`config.mk`:
```
export PLATFORM = sky130hd
export DESIGN_NAME = rgb_to_hsv_convert_unit
export DESIGN_NICKNAME = d
export VERILOG_FILES = /design/src/hdl/rhc_pkg.sv /design/src/hdl/rgb_to_hsv_convert_unit.sv
export VERILOG_INCLUDE_DIRS = /design/src /design/src/hdl
export SDC_FILE = /design/constraint.sdc
export NUM_CORES = 1
export LEC_CHECK = 0
export BUFFER_PORTS_ARGS = -buffer_cell sky130_fd_sc_hd__buf_2
export CAP_MARGIN = 20
export CELL_PAD_IN_SITES_DETAIL_PLACEMENT = 1
export CELL_PAD_IN_SITES_GLOBAL_PLACEMENT = 1
export CORE_ASPECT_RATIO = 1.25
export CORE_MARGIN = 4
export CORE_UTILIZATION = 40
export CTS_CLUSTER_SIZE = 10
export DETAILED_ROUTE_END_ITERATION = 6
export PLACE_DENSITY_LB_ADDON = 0.05
export SYNTH_ARGS = -nofsm -noshare
export SYNTH_HDL_FRONTEND = slang
export SYNTH_SLANG_ARGS = --single-unit
```
`constraint.sdc`:
```
create_clock -name clk -period 24.4 [get_ports clk]
set_input_delay 1.22 -clock clk [delete_from_list [all_inputs] [get_ports clk]]
set_output_delay 1.22 -clock clk [all_outputs]
set_load 0.01 [all_outputs]
```
`src/hdl/assert_macros.svh`:
```
// Assertion macros used by the RTL.
`ifndef ASSERT_MACROS_SVH
`define ASSERT_MACROS_SVH

// Same-cycle implication, checked out of reset.
`define ASSERT_IMPLIES(label, ante, cons, msg) \
  label: assert property (@(posedge clk) disable iff (!rst_n) (ante) |-> (cons)) \
    else $error(msg);

// Next-cycle implication, checked out of reset.
`define ASSERT_NEXT(label, ante, cons, msg) \
  label: assert property (@(posedge clk) disable iff (!rst_n) (ante) |=> (cons)) \
    else $error(msg);

`endif

```
`src/hdl/rhc_pkg.sv`:
```
// Types, constants and the divider step for the RGB to HSV converter.
package rhc_pkg;

  localparam int unsigned CH_W      = 8;
  localparam int unsigned HUE_W     = 9;
  localparam int unsigned PCT_W     = 7;
  localparam int unsigned NUM_W     = 17;   // widest dividend: blue sector hue
  localparam int unsigned QUO_W     = 9;    // widest quotient: hue before wrap
  localparam int unsigned DIV_STEPS = QUO_W;

  localparam logic [HUE_W-1:0] HUE_FULL = 9'd360;
  localparam logic [NUM_W-1:0] K60      = 17'd60;
  localparam logic [NUM_W-1:0] K100     = 17'd100;
  localparam logic [NUM_W-1:0] K120     = 17'd120;
  localparam logic [NUM_W-1:0] K240     = 17'd240;

  typedef struct packed {
    logic [CH_W-1:0] red_in;
    logic [CH_W-1:0] green_in;
    logic [CH_W-1:0] blue_in;
  } pixel_t;

  typedef struct packed {
    logic [HUE_W-1:0] hue_deg;
    logic [PCT_W-1:0] saturation_pct;
    logic [PCT_W-1:0] brightness_pct;
  } hsv_t;

  // One restoring divider lane: partial remainder, quotient so far, divisor.
  typedef struct packed {
    logic [NUM_W-1:0] rem;
    logic [QUO_W-1:0] quo;
    logic [CH_W-1:0]  dsr;
  } div_lane_t;

  typedef struct packed {
    div_lane_t        hue;
    div_lane_t        sat;
    logic [PCT_W-1:0] bri;    // finished in the prep stage
    logic             wrap;   // red sector, negative hue: result is 360 - quotient
    logic             grey;   // zero chroma
  } div_stage_t;

  // Resolve one quotient bit; bit_pos is a constant at every call site.
  function automatic div_lane_t div_step(div_lane_t lane, int unsigned bit_pos);
    div_lane_t        res;
    logic [NUM_W-1:0] shifted;
    res     = lane;
    shifted = NUM_W'(lane.dsr) << bit_pos;
    if (lane.rem >= shifted) begin
      res.rem = lane.rem - shifted;
      res.quo = lane.quo | (QUO_W'(1) << bit_pos);
    end
    return res;
  endfunction

endpackage

```
`src/hdl/rgb_to_hsv_convert_unit.sv`:
```
// RGB to HSV converter: pipelined, one pixel per clock unless the output stalls.
//
//  channel | ports                           | payload
//  --------+---------------------------------+----------------------------
//  input   | in_valid, in_ready, in_data     | rhc_pkg::pixel_t (r, g, b)
//  output  | out_valid, out_ready, out_data  | rhc_pkg::hsv_t (h, s, v)
//
// The pipeline is one prep stage (max/min, sector numerators, brightness),
// nine restoring divider stages resolving one hue and saturation quotient bit
// each, and the output register. It takes one pixel per cycle unless stalled.
// Reset (rst_n low, synchronous) empties every stage; payload is not reset.
// Each stage advances when it is empty or its successor advances, so bubbles
// collapse and a stalled output still lets upstream stages fill.
`include "assert_macros.svh"

module rgb_to_hsv_convert_unit (
  input  logic            clk,
  input  logic            rst_n,
  input  logic            in_valid,
  output logic            in_ready,
  input  rhc_pkg::pixel_t in_data,
  output logic            out_valid,
  input  logic            out_ready,
  output rhc_pkg::hsv_t   out_data
);

  localparam int unsigned NS = rhc_pkg::DIV_STEPS + 1;

  // Prep: channel max/min and dividends
  logic [rhc_pkg::CH_W-1:0]  r_c, g_c, b_c, mx_c, mn_c, delta_c;
  logic [rhc_pkg::NUM_W-1:0] hue_num_c;
  logic [rhc_pkg::NUM_W-1:0] bri_num_c;
  logic                      wrap_c;
  rhc_pkg::div_stage_t       prep_c;

  always_comb begin
    r_c     = in_data.red_in;
    g_c     = in_data.green_in;
    b_c     = in_data.blue_in;
    mx_c    = (r_c > g_c) ? r_c : g_c;
    mn_c    = (r_c < g_c) ? r_c : g_c;
    if (b_c > mx_c) mx_c = b_c;
    if (b_c < mn_c) mn_c = b_c;
    delta_c = mx_c - mn_c;
    wrap_c  = 1'b0;

    if (r_c == mx_c) begin
      if (g_c >= b_c) begin
        hue_num_c = rhc_pkg::K60 * rhc_pkg::NUM_W'(g_c - b_c);
      end else begin
        // ceiling division of the negative part, subtracted from 360 later
        hue_num_c = rhc_pkg::K60 * rhc_pkg::NUM_W'(b_c - g_c)
                  + rhc_pkg::NUM_W'(delta_c) - rhc_pkg::NUM_W'(1);
        wrap_c    = 1'b1;
      end
    end else if (g_c == mx_c) begin
      hue_num_c = rhc_pkg::K120 * rhc_pkg::NUM_W'(delta_c)
                + rhc_pkg::K60 * rhc_pkg::NUM_W'(b_c)
                - rhc_pkg::K60 * rhc_pkg::NUM_W'(r_c);
    end else begin
      hue_num_c = rhc_pkg::K240 * rhc_pkg::NUM_W'(delta_c)
                + rhc_pkg::K60 * rhc_pkg::NUM_W'(r_c)
                - rhc_pkg::K60 * rhc_pkg::NUM_W'(g_c);
    end

    // x / 255 == (x + (x >> 8) + 1) >> 8 for x below 65535
    bri_num_c = rhc_pkg::K100 * rhc_pkg::NUM_W'(mx_c);

    prep_c.hue.rem = hue_num_c;
    prep_c.hue.quo = '0;
    prep_c.hue.dsr = delta_c;
    prep_c.sat.rem = rhc_pkg::K100 * rhc_pkg::NUM_W'(delta_c);
    prep_c.sat.quo = '0;
    prep_c.sat.dsr = mx_c;
    prep_c.bri     = rhc_pkg::PCT_W'((bri_num_c + (bri_num_c >> 8)
                                      + rhc_pkg::NUM_W'(1)) >> 8);
    prep_c.wrap    = wrap_c;
    prep_c.grey    = (delta_c == '0);
  end

  // Stage registers
  logic [NS-1:0]       vld_r;
  rhc_pkg::div_stage_t stg_r [NS];
  logic [NS-1:0]       stg_ready;
  logic                out_valid_r;
  rhc_pkg::hsv_t       out_data_r;
  logic                out_adv;
  rhc_pkg::hsv_t       final_c;

  assign out_adv  = !out_valid_r || out_ready;
  assign in_ready = stg_ready[0];

  for (genvar i = 0; i < NS; i++) begin : g_stage
    logic                src_valid;
    rhc_pkg::div_stage_t src_data;

    if (i == NS - 1) begin : g_last
      assign stg_ready[i] = !vld_r[i] || out_adv;
    end else begin : g_mid
      assign stg_ready[i] = !vld_r[i] || stg_ready[i+1];
    end

    if (i == 0) begin : g_src_in
      assign src_valid = in_valid;
      assign src_data  = prep_c;
    end else begin : g_src_div
      // stage i resolves quotient bit QUO_W - i
      always_comb begin
        src_valid      = vld_r[i-1];
        src_data       = stg_r[i-1];
        src_data.hue   = rhc_pkg::div_step(stg_r[i-1].hue, rhc_pkg::QUO_W - i);
        src_data.sat   = rhc_pkg::div_step(stg_r[i-1].sat, rhc_pkg::QUO_W - i);
      end
    end

    always_ff @(posedge clk) begin
      if (!rst_n) begin
        vld_r[i] <= 1'b0;
      end else if (stg_ready[i]) begin
        vld_r[i] <= src_valid;
      end
    end

    always_ff @(posedge clk) begin
      if (stg_ready[i]) begin
        stg_r[i] <= src_data;
      end
    end
  end

  // Final assembly: hue wrap and grey override
  always_comb begin
    final_c.hue_deg        = stg_r[NS-1].hue.quo;
    if (stg_r[NS-1].wrap) begin
      final_c.hue_deg = rhc_pkg::HUE_FULL - stg_r[NS-1].hue.quo;
    end
    final_c.saturation_pct = stg_r[NS-1].sat.quo[rhc_pkg::PCT_W-1:0];
    final_c.brightness_pct = stg_r[NS-1].bri;
    if (stg_r[NS-1].grey) begin
      final_c.hue_deg        = '0;
      final_c.saturation_pct = '0;
    end
  end

  always_ff @(posedge clk) begin
    if (!rst_n) begin
      out_valid_r <= 1'b0;
    end else if (out_adv) begin
      out_valid_r <= vld_r[NS-1];
    end
  end

  always_ff @(posedge clk) begin
    if (out_adv) begin
      out_data_r <= final_c;
    end
  end

  assign out_valid = out_valid_r;
  assign out_data  = out_data_r;

  // Checks
  `ASSERT_IMPLIES(a_div_done, vld_r[NS-1] && !stg_r[NS-1].grey,
    (stg_r[NS-1].hue.rem < stg_r[NS-1].hue.dsr) &&
    (stg_r[NS-1].sat.rem < stg_r[NS-1].sat.dsr), "divider remainder not reduced")
  `ASSERT_IMPLIES(a_out_range, out_valid,
    (out_data.hue_deg < rhc_pkg::HUE_FULL) && (out_data.saturation_pct <= 7'd100) &&
    (out_data.brightness_pct <= 7'd100), "result out of range")
  `ASSERT_NEXT(a_stall_hold, out_valid && !out_ready && vld_r[NS-1],
    vld_r[NS-1] && out_valid, "transaction lost in last stage under stall")

endmodule
```
==> results of run 1 <==
## stage by stage
stage,hold WS [ns],instance area [µm²],setup slack (ns)
3_5_place_dp,0.405,40000,11.86
6_report,0.412,42000,12.50
2_1_floorplan,0.400,38200,13.99
5_1_grt,0.413,42000,11.67
3_3_place_gp,0.403,40000,12.23
4_1_cts,0.414,42000,12.54
## registers in the layout, indices dropped and copies added (netlist names)
| name | flops |
|---|---|
| out_data | 23 |
| stg_r | 576 |
| g_stage.src_valid | 9 |
| out_valid | 1 |
| vld_r | 1 |
## metal layers
layer / vias to the layer above / track usage (%) / routed length (µm)
li1: 11800 / - / -
met1: 11900 / 17.1 / 30800
met2: 252 / 37.5 / 52100
met3: 172 / 1.91 / 1780
met4: 0 / 8.70 / 4490
met5: - / 0 / 0
## layout make-up
cell class / instances / area [µm²] / area share, %
tap: 1216 / 1520 / 3.62
clock buffer: 89 / 1840 / 4.39
multi-input combinational: 2218 / 18200 / 43.2
clock inverter: 10 / 150 / 0.357
timing repair buffer: 76 / 480 / 1.14
sequential: 610 / 18200 / 43.3
inverter: 446 / 1670 / 3.98
## worst max-delay path by stage
stage                           start           end  slack (ns)  cells past startpoint
after CTS                 in_data[13]  stg_r[0][75]       12.54                     39
after detailed placement  in_data[13]  stg_r[0][75]       11.86                     39
after global placement    in_data[13]  stg_r[0][75]       12.23                     39
final                     in_data[13]  stg_r[0][75]       12.50                     39
after global routing      in_data[13]  stg_r[0][75]       11.67                     40
after floorplan           in_data[13]  stg_r[0][75]       13.99                     39
## cell usage after synthesis, types with 4 or more instances
library cell and n:
edfxtp_1 599, inv_1 445, ha_1 379, a21oi_1 261, xnor2_1 221, nor2_1 183, nand2_1 150, fa_1 125
a21o_1 124, o21ai_0 120, xor2_1 97, nor2b_1 67, o21bai_1 65, nand2b_1 60, nor3_1 44, clkbuf_1 39
nand4_1 35, nor4_1 30, mux2i_1 26, nand3_1 21, a211oi_1 19, o21ai_1 16, o21a_1 14, and2_1 13
and3_1 11, dfxtp_1 11, or4_1 10, mux2_2 9, a2111oi_0 7, a31oi_1 7, o211ai_1 7, nand4b_1 6
nor3b_1 5, o31ai_1 5, nand3b_1 4, nor4b_1 4, o41ai_1 4, or2_2 4, or3_1 4
## kinds of logic (layout without fill, tap and decap cells)
group           after synthesis  count (layout)  share of synthesized area (%)
flops                       610             610                           47.6
simple gates                665             665                           8.78
compound gates              691             691                           11.3
buf+inv                     490             621                           4.89
xor+xnor                    320             320                           7.40
mux                          35              35                          0.946
fa+ha+maj                   507             507                           19.0
==> flow_summary_export.csv, run 1 <==
group,metric,value,unit
run_status,outcome,"completed",
critical_path,r2r_setup_slack,20.38,ns
synthesis,syn_avg_cell_area,11.5,µm²
critical_path,crit_top_cell,"ha_1",
synthesis,synth_top_area_cell,"edfxtp_1",
clock_tree,post_cts.repair.setup_buffers,0,
floorplan,io-pin-count,53,
grt,grt_overflow_total,0,
finish,fin_nets,3955,
synthesis,ys_types,83,
routing,wirelength,89200,µm
critical_path,critical_path_class,"primary input to flip-flop",
timing,setup_violations,0,
clock_tree,cts_tree,"yes",
synthesis,synthArstFlopShare,0,%
critical_path,r2r_cells,17,
synthesis,synthTopCellsByArea,"edfxtp_1, ha_1, fa_1",
flow_run,max_cap_viol_count,0,
timing,clock_skew,0.0194,ns
finish,n_antenna_cell,0,
grt,grt.total_usage,18.0,%
routing,vias_per_cell,5.17,
place,post-dp-hpwl,73500,µm
synthesis,synth_seq_cells,610,
synthesis,syn-num-nets,3850,
synthesis,synthFlopType,"edfxtp_1",
finish,final_core_util,44.4,%
critical_path,rr_endpoint,"stg_r[7][42]",
finish,final_cell_mix,"edfxtp_1, inv_1, ha_1",
clock_tree,clockBufferDepth,3,
timing,finalCriticalPeriod,11.90,ns
hold_path,hold_class,"flip-flop to flip-flop",
floorplan,start_util,40.4,%
routing,ant_nets,0,
grt,antenna_found_initial,0,
synthesis,synth-edff-count,599,
synthesis,syn-cell-area,38200,µm²
critical_path,cp_data_required_time,24.75,ns
finish,fillers,10000,
finish,layout-drive-gt1-share,5.74,%
critical_path,crit_path_max_fanout,20,
critical_path,cp-start-kind,"primary input",
clock_tree,clkTransAtPathRegs,0.06,ns
clock_tree,ctsRootBufferMaster,"clkbuf_16",
floorplan,die_w,284,µm
critical_path,critPathMaxStageDelay,0.77,ns
clock_tree,clkSinkCount,610,
critical_path,cp.buffers_inverters,6,
timing,final_max_slew_viol_count,0,
synthesis,syn_inst,3318,
finish,syn_to_final_growth,9.98,%
place,place_inst,4564,
timing,max_freq,0.0840,GHz
clock_tree,cts_resized,0,
timing,hold_viol,0,
clock_tree,htreeDepth,3,
clock_tree,insertion_delay,0.62,ns
routing,wire_per_inst,19.1,µm
critical_path,critPathTopFamily,"compound AO/OA/AOI/OAI gates",
critical_path,cp_slowest_cell,"o41ai_1",
place,numPortBuffers,52,
clock_tree,cts_hold_buf,0,
synthesis,yosysTopAreaCellShare,47.1,%
floorplan,core-area,94600,µm²
critical_path,r2r-start,"stg_r[6][10]",
grt,grt_pass1_wl,144000,µm
routing,drc,0,
clock_tree,cts_buffers,71,
floorplan,die-area,101000,µm²
routing,vias,24100,
floorplan,fp.dieH,354,µm
hold_path,hold_end,"stg_r[9][8]",
grt,grt_max_degree,70,
synthesis,yosysWarnings,0,
hold_path,hold_path_startpoint,"stg_r[8][8]",
timing,finalCritPeriodShare,48.8,%
timing,fin_setup_tns,0,ns
timing,tightestPinTransition,1.03,ns
finish,final_common_cell,"edfxtp_1",
place,place.gp.congestion,0.854,
routing,drt_iter0_drc,727,
routing,drt-pass1-iter-count,4,
grt,grt_pass1_vias,27300,
floorplan,num_rows,126,
timing,rsz0062_at_grt,"no",
hold_path,hold_depth,0,
finish,finalNonFillerCells,4665,
critical_path,worstPathArrival,12.25,ns
synthesis,seq_area_frac_synth,47.6,%
timing,maxSlewHeadroom,29.6,%
critical_path,end_kind,"flip-flop",
Power of run 1 is left out: the tool's default activity adds up to more than one toggle a clock period on the data nets, which glitch-free logic cannot reach.
==> run 2, diff against run 1 <==
==> constraint.sdc (replaced) <==
create_clock -name clk -period 12.2 [get_ports clk]
set_input_delay 0.61 -clock clk [delete_from_list [all_inputs] [get_ports clk]]
set_output_delay 0.61 -clock clk [all_outputs]
set_load 0.01 [all_outputs]
==> flow_summary_export.csv, run 2 (synthesis results as in run 1) <==
group,metric,value,unit
hold_path,hold_class,"primary input to flip-flop",
critical_path,critPathTopFamily,"compound AO/OA/AOI/OAI gates",
routing,drt-pass1-iter-count,4,
timing,rsz0062_at_grt,"no",
critical_path,end_kind,"flip-flop",
routing,vias_per_cell,5.17,
grt,grt_overflow_total,0,
timing,maxSlewHeadroom,29.4,%
grt,grt_max_degree,70,
run_status,outcome,"completed",
floorplan,die_w,284,µm
grt,grt_pass1_vias,27300,
timing,setup_violations,0,
clock_tree,post_cts.repair.setup_buffers,0,
routing,drt_iter0_drc,679,
critical_path,worstPathArrival,11.23,ns
place,place.gp.congestion,0.870,
finish,largest_register_ffs,576,
grt,grt.total_usage,17.9,%
floorplan,core-area,94600,µm²
finish,fin_nets,3966,
timing,clock_skew,0.0144,ns
critical_path,cp-start-kind,"primary input",
finish,regMostFlops,"stg_r",
timing,finalCritPeriodShare,89.4,%
clock_tree,cts_tree,"yes",
critical_path,r2r-start,"stg_r[6][10]",
clock_tree,cts_resized,0,
timing,max_freq,0.0917,GHz
routing,ant_nets,0,
timing,final_max_slew_viol_count,0,
clock_tree,htreeDepth,3,
hold_path,hold_depth,3,
flow_run,max_cap_viol_count,0,
critical_path,cp.buffers_inverters,8,
hold_path,hold_path_startpoint,"in_valid",
grt,grt_pass1_wl,144000,µm
clock_tree,ctsRootBufferMaster,"clkbuf_16",
finish,layout-drive-gt1-share,6.07,%
finish,final_common_cell,"edfxtp_1",
clock_tree,clkSinkCount,610,
routing,drc,0,
floorplan,num_rows,126,
critical_path,critPathMaxStageDelay,0.70,ns
timing,finalCriticalPeriod,10.90,ns
routing,wire_per_inst,19.0,µm
finish,syn_to_final_growth,10.2,%
critical_path,cp_data_required_time,12.53,ns
floorplan,io-pin-count,53,
place,numPortBuffers,52,
finish,fillers,10100,
critical_path,cp_slowest_cell,"o41ai_1",
clock_tree,clockBufferDepth,3,
floorplan,fp.dieH,354,µm
timing,hold_viol,0,
grt,antenna_found_initial,0,
critical_path,critical_path_class,"primary input to flip-flop",
floorplan,start_util,40.4,%
timing,tightestPinTransition,1.03,ns
clock_tree,clkTransAtPathRegs,0.05,ns
critical_path,cp.depth,41,
floorplan,die-area,101000,µm²
routing,vias,24200,
critical_path,startpoint,"in_data[13]",
finish,final_cell_mix,"edfxtp_1, inv_1, ha_1",
critical_path,crit_path_max_fanout,20,
timing,fin_hold_ws,0.251,ns
timing,fin_setup_tns,0,ns
critical_path,r2r_cells,17,
finish,n_antenna_cell,0,
clock_tree,insertion_delay,0.61,ns
place,post-dp-hpwl,73200,µm
clock_tree,cts_hold_buf,0,
clock_tree,cts_buffers,71,
routing,wirelength,88900,µm
[run 2: cell count changes in the layout (fill, tap and decap cells not counted)]
cell	change
inv_6	+3
clkinv_1	-1
clkbuf_1	-1
clkinv_8	-3
inv_16	-3
clkbuf_8	+1
clkinv_16	-1
buf_4	+11
clkbuf_16	+4
[run 2: metrics by stage]
stage / instance area, µm² / setup WS, ns / utilization (%) / instances
CTS: 42100 / 1.24 / 44.5 / 4673
finish: 42100 / 1.30 / 44.5 / 4675
detailed placement: 40100 / 0.622 / 42.4 / 4575
floorplan: 38200 / 2.40 / - / 3318
global placement: 40100 / 1.05 / 42.4 / 4575
global route: 42100 / 0.573 / 44.5 / 4675
[run 2: layer usage]
metal	part of all wire, %	global-route usage, %	up-vias
met2	61	38.8	214
met4	3.1	6.20	0
met1	35	16.8	11900
met5	0	0	-
met3	1.7	1.82	128
li1	-	-	11900
[run 2: worst min-delay path, stage by stage]
cell and delay [ns]:
buf_2 0.07, a21oi_1 0.03, nor2b_1 0.09
[run 2: layout make-up]
cell class | instances | area [µm²] | share of cell area [%]
Multi-Input combinational cell | 2218 | 18200 | 43.1
Tap cell | 1216 | 1520 | 3.61
Timing Repair Buffer | 87 | 563 | 1.34
Inverter | 446 | 1670 | 3.97
Clock inverter | 5 | 33.8 | 0.0802
Clock buffer | 93 | 1950 | 4.64
Sequential cell | 610 | 18200 | 43.2
[run 2: path summary, 6_finish.rpt]
check        slack (ns)              endpoint
max reg2reg        8.16          stg_r[7][42]
min                0.25  g_stage[1].src_valid
min reg2reg        0.41          stg_r[8][21]
max                1.30          stg_r[0][75]
Power of run 2 is left out for the same reason.
